--- config.mk ---
export PLATFORM = sky130hd
export DESIGN_NAME = evz_front
export DESIGN_NICKNAME = d
export VERILOG_FILES = /design/src/hdl/evz_pkg.sv /design/src/hdl/evz_front.sv
export SDC_FILE = /design/constraint.sdc
export NUM_CORES = 1
export LEC_CHECK = 0
export ABC_CLOCK_PERIOD_IN_PS = 2500
export BUFFER_PORTS_ARGS = -buffer_cell sky130_fd_sc_hd__buf_2
export CAP_MARGIN = 20
export CORE_UTILIZATION = 51
export DETAILED_ROUTE_END_ITERATION = 7
export MAX_ROUTING_LAYER = met4
export PLACE_DENSITY = 0.77
export SLEW_MARGIN = 0
export SYNTH_ARGS = -nofsm -noshare
export SYNTH_HDL_FRONTEND = slang
export SYNTH_SLANG_ARGS = --single-unit
--- constraint.sdc ---
create_clock -name clk -period 2.5 [get_ports clk]
set_input_delay 0.375 -clock clk [delete_from_list [all_inputs] [get_ports clk]]
set_output_delay 0.375 -clock clk [all_outputs]
set_load 0.01 [all_outputs]
--- src/hdl/evz_pkg.sv ---
// package: types and constants of the tracker
`default_nettype none
package evz_pkg;
  localparam int CHANNELS_DEF = 64;
  localparam int ALPHA_W = 17;
  localparam int Z_W = 16;
  localparam logic [ALPHA_W-1:0] ALPHA_RST = 17'd8192;
  localparam logic [Z_W-1:0] Z_RST = 16'd768;
  localparam logic [ALPHA_W-1:0] ONE_Q16 = 17'd65536;
  localparam logic [47:0] VAR_MAX = 48'hFFFF_FFFF_FFFF;
  localparam logic CFG_ALPHA = 1'b0;
  localparam logic CFG_Z = 1'b1;

  typedef struct packed {
    logic [5:0] channel;
    logic signed [31:0] sample;
  } in_item_t;

  typedef struct packed {
    logic signed [31:0] mean;
    logic [47:0] variance;
    logic anomaly;
    logic first_sample;
  } out_item_t;

  typedef enum logic [3:0] {
    S_IDLE, S_READ, S_WAIT, S_P1, S_P2, S_P3, S_P4, S_P5, S_P6, S_P7, S_P8, S_P9, S_P10,
    S_OUT
  } state_t;
endpackage
`default_nettype wire

--- src/hdl/evz_front.sv ---
// front: input queue of two items, drops out-of-range channels
`default_nettype none
module evz_front #(
  parameter int CHANNELS = evz_pkg::CHANNELS_DEF
) (
  input wire logic clk,
  input wire logic rst,
  input wire logic push,
  input wire evz_pkg::in_item_t din,
  output logic full,
  input wire logic take,
  output logic avail,
  output evz_pkg::in_item_t dout
);
  import evz_pkg::*;
  in_item_t q [2];
  logic [1:0] cnt;
  logic rd, wr, keep;
  assign keep = ({26'd0, din.channel} < 32'(CHANNELS));
  assign full = (cnt == 2'd2);
  assign avail = (cnt != 2'd0);
  assign dout = q[rd];
  logic acc, deq;
  assign acc = push && !full && keep;
  assign deq = take && avail;
  always_ff @(posedge clk) begin
    if (rst) begin
      cnt <= '0; rd <= 1'b0; wr <= 1'b0;
    end else begin
      if (acc) wr <= ~wr;
      if (deq) rd <= ~rd;
      cnt <= cnt + {1'b0, acc} - {1'b0, deq};
    end
  end
  always_ff @(posedge clk) begin
    if (acc) q[wr] <= din;
  end
endmodule
`default_nettype wire

# Word level (Yosys, flattened, before mapping)
# Memories as Yosys holds them, arrays and structs flattened. A register that Yosys moved wholly into a read port is not among the register bits.
# Cells that the tools add are included.
dict set report word_totals {
  n_memories 1
  ram_bits 76
  register_bits 4
}
dict set report classes {
  eq_ne 1
  bitwise_logic 2
  muxes 4
  n_reduce_logical 4
  n_addsub 2
}
# name depth word_bits read_ports rd_ports_with_merged_regs write_ports line_no
set mem_list {}
lappend mem_list {q 2 38 1 1 1 evz_front.sv:16} ;# in_item_t q [2];
# op count
set op_table {}
lappend op_table {{2-to-1 mux 1 bit} 4}
lappend op_table {{adder 2 x 1 -> 2 bit} 1}
lappend op_table {{== test 2 bit (second input constant)} 1}
lappend op_table {{logical AND 1 bit} 2}
lappend op_table {{NOT 1 bit} 2}
lappend op_table {{nonzero test 2 bit} 1}
lappend op_table {{subtractor 2 x 1 -> 2 bit} 1}
lappend op_table {{logical NOT 1 bit} 1}

# Longest topological paths before layout
# Gate-level depths: netlist (run 1).
dict set report depth {
  ltp_word 5
  depth_mapped 8
  mapped_depth_nobuf 8
}

# Least setup slack after synthesis (run 1)
# No wires, ideal clock.
dict set report synth_path {
  kind {reg2reg}
  from {register cnt[0]}
  to {memory q[0][0] (netlist name), enable pin}
  arrival_time_ns 1.608
  path_slack_ns 0.499
  setup_ns 0.393
  stages_incl_launch_ff 5
  cell_sequence {dfxtp_1 nand2b_2 inv_2 or3_1 inv_1}
}
dict set report synth_via {
  elab_chain_cells 5
}
# element line_no
set synth_lines {}
lappend synth_lines {{start: declaration} evz_front.sv:17} ;# logic [1:0] cnt;
lappend synth_lines {{start signal: assignment} evz_front.sv:32} ;# cnt <= cnt + {1'b0, acc} - {1'b0, deq};
lappend synth_lines {{== test 2 bit} evz_front.sv:20} ;# assign full = (cnt == 2'd2);
lappend synth_lines {{via full} evz_front.sv:10} ;# output logic full,
lappend synth_lines {{logical NOT 1 bit} evz_front.sv:24} ;# assign acc = push && !full && keep;
lappend synth_lines {{logical AND 1 bit} evz_front.sv:24}
lappend synth_lines {{2-to-1 mux 1 bit} evz_front.sv:36} ;# if (acc) q[wr] <= din;
lappend synth_lines {{2-to-1 mux 1 bit (implied by the code)} evz_front.sv:36}
lappend synth_lines {{end: declaration} evz_front.sv:16}
# The timed path passes the listed nets, and every way through them passes these cells.

==> results_dict.tcl, run 1 <==
set metrics [dict create \
    dieArea_sq_um 6148 \
    crit_path_max_incr_delay_ps 450 \
    finClkSkew_ps 9.375 \
    ys.flop_type "edfxtp_1" \
    io_pins 82 \
    vias 1497 \
    synth_compound_area_share_pct 0.6303 \
    powerDensity_nw_per_um2 921.7 \
    grt.overflow.total 0 \
    cp_data_arrival_time_ps 1540 \
    synthAdderAreaFrac_pct 0.8403 \
    synth_edf_count 76 \
    cp_max_fo 32 \
    rsz0062_at_grt "false" \
    drv_slew 0 \
    areaGrowthSynthToFinish_pct 23.15 \
    routabilityCongestion 0.6947 \
    first_iter_violations 75 \
    initial_utilization_pct 53.42 \
    ir_drop_v 0.0005091 \
    ys_types 20 \
    ys_ff_latch 81 \
    max_freq_ghz 0.5232 \
    path_clk_slew_ps 70 \
    syn_area_sq_um 2978 \
    yosysWarnings 0 \
    synth-xor-area-share_pct 0.8824 \
    critPathKind "reg2out" \
    clock_path_buffers 2 \
    avgSynthCellArea_sq_um 20.68 \
    synth_top_area_cell "edfxtp_1" \
    antenna_found_initial 0 \
    die_h_microns 78.41 \
    cts_hold_buf 0 \
    cts_made_buffers 9 \
    seq_area_frac_synth_pct 80.00 \
    drt-pass1-iter-count 4 \
    synth.top_cell.area_share_pct 76.64 \
    root_buffer "clkbuf_8" \
    leakagePower_uw 0.001414 \
    die_w_microns 78.41 \
    syn_inst 144 \
    synth_nets 188 \
    drive_above_1_share_pct 42.19 \
    rows 27 \
    critical_path_required_ps 2120 \
    drc 0 \
    grt_pass1_vias 1428 \
    hold_path.class "in2reg" \
    maxSlewHeadroom_pct 78.53 \
    grt_pass1_wl_microns 6617 \
    worstMarginPinSlew_ps 322.1 \
    slowest_stage "dfxtp_2" \
    drt_wl_total_microns 4333 \
    synthMuxAreaShare_pct 14.37 \
    grt_max_degree 33 \
    end_kind "output pin" \
    io_buffers 81 \
    crit_path_start_kind "flop" \
    cts_tree "built" \
    cts_setup_buffers 0 \
    status "complete, no violations" \
    path_cells "buf_12, mux2_1, buf_2" \
    ant_nets 0 \
    postSynth.asyncResetShare_pct 0 \
    vias_per_cell 4.845 \
    yosys-top-cells-count "edfxtp_1, mux2_1, dfxtp_1, inv_1, nor2_1" \
    antennaDiodeCount 0 \
    setup_viol 0 \
    coreArea_sq_um 5574 \
    yosysMostFrequentCell "edfxtp_1" \
    cts-resized-gates 0 \
    avgRoutedWirePerCell_microns 14.02 \
    htreeDepth 3 \
    final_net_count 279 \
    track_usage_pct 15.62 \
    drv_cap 0 \
    hpwlAfterDp_microns 2840 \
    synthTopCellsByArea "edfxtp_1, mux2_1, dfxtp_1" \
    synth-simple-area-share_pct 1.681 \
    clkLatencyLatePin_ps 320 \
    clock-sinks 81 \
    post-route-min-period_ps 1911 \
    synth_top_family_by_area "multiplexers" \
    finalSetupTns_ps 0 \
    finalCritPeriodShare_pct 76.46 \
    p_total_uw 3380 \
    hold_violations 0 \
]
==> where the power goes <==
group	internal (uW)	total, uW	switching, uW
clock network	447	826	379
logic	383	810	427
registers	1690	1740	59.2
total	2510	3380	865
==> area by class of cell <==
class                           count  area, sq um
Sequential cell                    81         2384
Clock buffer                       12        135.1
Tap cell                           72        90.09
Inverter                            4        15.01
Fill cell                         384         1907
Multi-Input combinational cell     55        548.0
Clock inverter                      1        30.03
Timing Repair Buffer               84        465.4
==> cell families after synthesis <==
| family | count (synthesis) |
|---|---|
| adders and majority gates | 2 |
| muxes | 38 |
| buffers and inverters | 8 |
| DFF | 81 |
| AOI/OAI and AO/OA | 3 |
| xor gates and xnor gates | 3 |
| and+or+nand+nor | 9 |
==> stage by stage <==
| stage | cell area (sq um) | hold WS (ps) | utilization (%) | setup slack, ps | instances |
|---|---|---|---|---|---|
| floorplan | 2978 | 444.1 | - | 499.5 | 144 |
| global placement | 3502 | 475.6 | 62.83 | 787.6 | 296 |
| detailed placement | 3502 | 491.5 | 62.83 | 777.1 | 296 |
| CTS | 3667 | 210.4 | 65.79 | 558.5 | 309 |
| global route | 3667 | 209.6 | 65.79 | 512.3 | 309 |
| finish | 3667 | 234.2 | 65.79 | 588.6 | 309 |
==> cells in the final DEF, fill, tap and decap left out, drive strengths merged <==
master and count:
a21oi 1, or3 1, nand2b 1, inv 4
nand2 1, o21a 1, edfxtp 76, buf 84
or2 1, dfxtp 5, nor2b 1, xor2 1
bufinv 1, ha 2, mux2 38, nor2 3
o21ai 1, clkbuf 12, and3 1, xnor2 2
==> registers in the layout, summed over array words and instances, names as in the netlist, named ones only <==
register and flops:
q 76, cnt 2, rd 1, wr 1
==> critical path, delay by kind of cell, from the launching register on <==
family | cells | cell delay, ps
muxes | 1 | 370
DFF | 1 | 450
buffers and inverters | 2 | 400
==> final timing paths <==
check,from,endpoint,slack [ps],depth (start not counted)
setup / recovery,flop,dout[0],590,3
setup reg to reg,cnt[0],q[0][5],800,5
hold reg to reg,wr,wr,500,2
hold / removal,din[28],q[0][28],230,1
==> layer usage <==
metal  vias up  wire length [microns]  track usage [%]
met5         -                      0                -
met4         0                     71            10.19
met3         6                    197            4.070
met2        48                   2190            24.21
met1       708                   1874            18.10
li1        735                      -                -
No activity file was read; power rests on OpenSTA's default activity.
==> run 2, diff against run 1 <==
ABC_CLOCK_PERIOD_IN_PS = 1650   (was 2500)
CORE_UTILIZATION = 46   (was 51)
PLACE_DENSITY = 0.73   (was 0.77)
clock period = 1.65 ns   (was 2.5 ns; I/O delays follow)
==> run 2 against run 1 <==
Global-route usage is 0.87 points lower. Die area is 11% higher. Register-to-register slack lost 700 ps. Count of clock-buffer cells in the layout fell by 1. Power rose by 65%. Via count grew 3.6%. Clock skew fell by 2.3 ps. Worst hold slack lost 130 ps. Sequential share of layout area fell by 2.7 points. Routed wire length increased by 13%. Critical path depth is the same. Critical endpoint is now dout[5]. Largest power group unchanged.
==> results_dict.tcl, run 2 (synthesis gave the netlist of run 1 again) <==
set metrics [dict create \
    root_buffer "clkbuf_8" \
    grt_pass1_vias 1448 \
    critical_path_required_ps 1400 \
    setup_viol 0 \
    leakagePower_uw 0.001487 \
    r2r_cells 7 \
    final_net_count 282 \
    clock-sinks 81 \
    seqPwrFrac_pct 47.7 \
    coreArea_sq_um 6096 \
    layout_commonest_cell "buf_2" \
    end_kind "output pin" \
    crit_path_max_incr_delay_ps 400 \
    io_pins 82 \
    hold_path.class "in2reg" \
    regToRegEndpoint "cnt[1]" \
    drive_above_1_share_pct 49.17 \
    hold_slack_ps 105.3 \
    cts_made_buffers 9 \
    first_iter_violations 94 \
    grt_max_degree 39 \
    crit_path_start_kind "flop" \
    drv_cap 0 \
    initial_utilization_pct 48.85 \
    min_from "din[9]" \
    final_cell_mix "buf_2, edfxtp_1, mux2_1" \
    grt.overflow.total 0 \
    io_buffers 81 \
    grt_pass1_wl_microns 6741 \
    largest_reg_flops 76 \
    drv_slew 0 \
    htreeDepth 3 \
    p_total_uw 5575 \
    post-route-min-period_ps 1618 \
    swShare_pct 25.63 \
    critPathKind "reg2out" \
    drt_wl_total_microns 4888 \
    cts_tree "built" \
    worst_hold_path.endpoint "q[0][9]" \
    max_freq_ghz 0.6181 \
    vias 1551 \
    drt-pass1-iter-count 4 \
    avgRoutedWirePerCell_microns 15.42 \
    rsz0062_at_grt "true" \
    clkPwrFrac_pct 26.2 \
    maxSlewHeadroom_pct 85.47 \
    track_usage_pct 14.74 \
    die_w_microns 82.46 \
    r2r_start "cnt[1]" \
    vias_per_cell 4.893 \
    antenna_found_initial 0 \
    finClkSkew_ps 7.071 \
    cts_hold_buf 0 \
    clock_path_buffers 2 \
    ant_nets 0 \
    top_register "q" \
    finalCritPeriodShare_pct 98.06 \
    dieArea_sq_um 6800 \
    routabilityCongestion 0.6413 \
    r2r_slack_ps 100 \
    holdPathStages 1 \
    drc 0 \
    hold_violations 0 \
    switchingPower_uw 1429 \
    areaGrowthSynthToFinish_pct 28.66 \
    status "complete, no violations" \
    p_comb_share_pct 26.1 \
    reg_top3 "q: 76 flops, cnt: 2 flops" \
    powerDensity_nw_per_um2 1455 \
    cp_max_fo 11 \
    path_clk_slew_ps 80 \
    die_h_microns 82.46 \
    clkLatencyLatePin_ps 330 \
    num-fill-cells 466 \
    worstMarginPinSlew_ps 217.9 \
    internal_power_uw 4146 \
    path_cells "clkbuf_16, mux2_1, buf_2" \
    ir_drop_v 0.0007847 \
    cp_data_arrival_time_ps 1370 \
    hpwlAfterDp_microns 3211 \
    antennaDiodeCount 0 \
    rows 28 \
    slowest_stage "dfxtp_4" \
]
-- run 2: layout make-up --
| type | count | area (sq um) | area share (%) |
|---|---|---|---|
| clock buffers | 11 | 131.4 | 3.429 |
| clock inverters | 4 | 68.82 | 1.796 |
| inverters | 4 | 18.77 | 0.4899 |
| multi-input cells | 55 | 599.3 | 15.64 |
| flip-flops and latches | 81 | 2389 | 62.34 |
| well taps | 75 | 93.84 | 2.449 |
| repair buffers | 87 | 530.5 | 13.85 |
-- run 2: how the worst max path moves through the flow --
stage	to	cells after the start
3_3_place_gp	cnt[1]	7
5_1_grt	dout[33]	3
2_1_floorplan	q[0][0]	4
3_5_place_dp	cnt[1]	7
4_1_cts	dout[10]	3
6_report	dout[5]	3
-- run 2: routing by layer --
metal,vias to the layer above,GRT usage (%),part of all wire [%]
li1,748,-,-
met1,757,17.46,43
met2,41,23.14,51
met3,5,3.846,5.3
met4,0,7.895,0.96
met5,-,-,0
-- run 2: through the flow --
stage	utilization (%)	cell area, sq um	setup TNS (ps)	setup slack (ps)	std cells
2_1_floorplan	-	2993	0	22.08	144
3_3_place_gp	58.21	3548	0	138.9	301
3_5_place_dp	58.21	3548	0	92.81	301
4_1_cts	61.56	3752	0	9.965	316
5_1_grt	62.85	3831	-403.0	-40.90	317
6_report	62.85	3831	0	32.03	317
-- run 2: critical path: cells and delay by family (launching register included) --
| kind | cells | cell delay, ps |
|---|---|---|
| flip-flops | 1 | 400 |
| buffers and inverters | 2 | 330 |
| multiplexers | 1 | 320 |
-- run 2: repair_timing --
item | in CTS | in global routing
setup buffers | 0 | 0
resized for setup | 1 | 14
setup endpoints to repair | 15 | 32
gates cloned | 0 | 1
-- run 2: power by group through the flow --
stage / registers (uW) / clock network (uW) / logic, uW
after floorplan: 2650 / 0 / 818
after detailed placement: 2680 / 0 / 1330
final: 2660 / 1460 / 1460
after global routing: 2680 / 1580 / 1590
after CTS: 2640 / 1500 / 1350
after global placement: 2660 / 0 / 1330
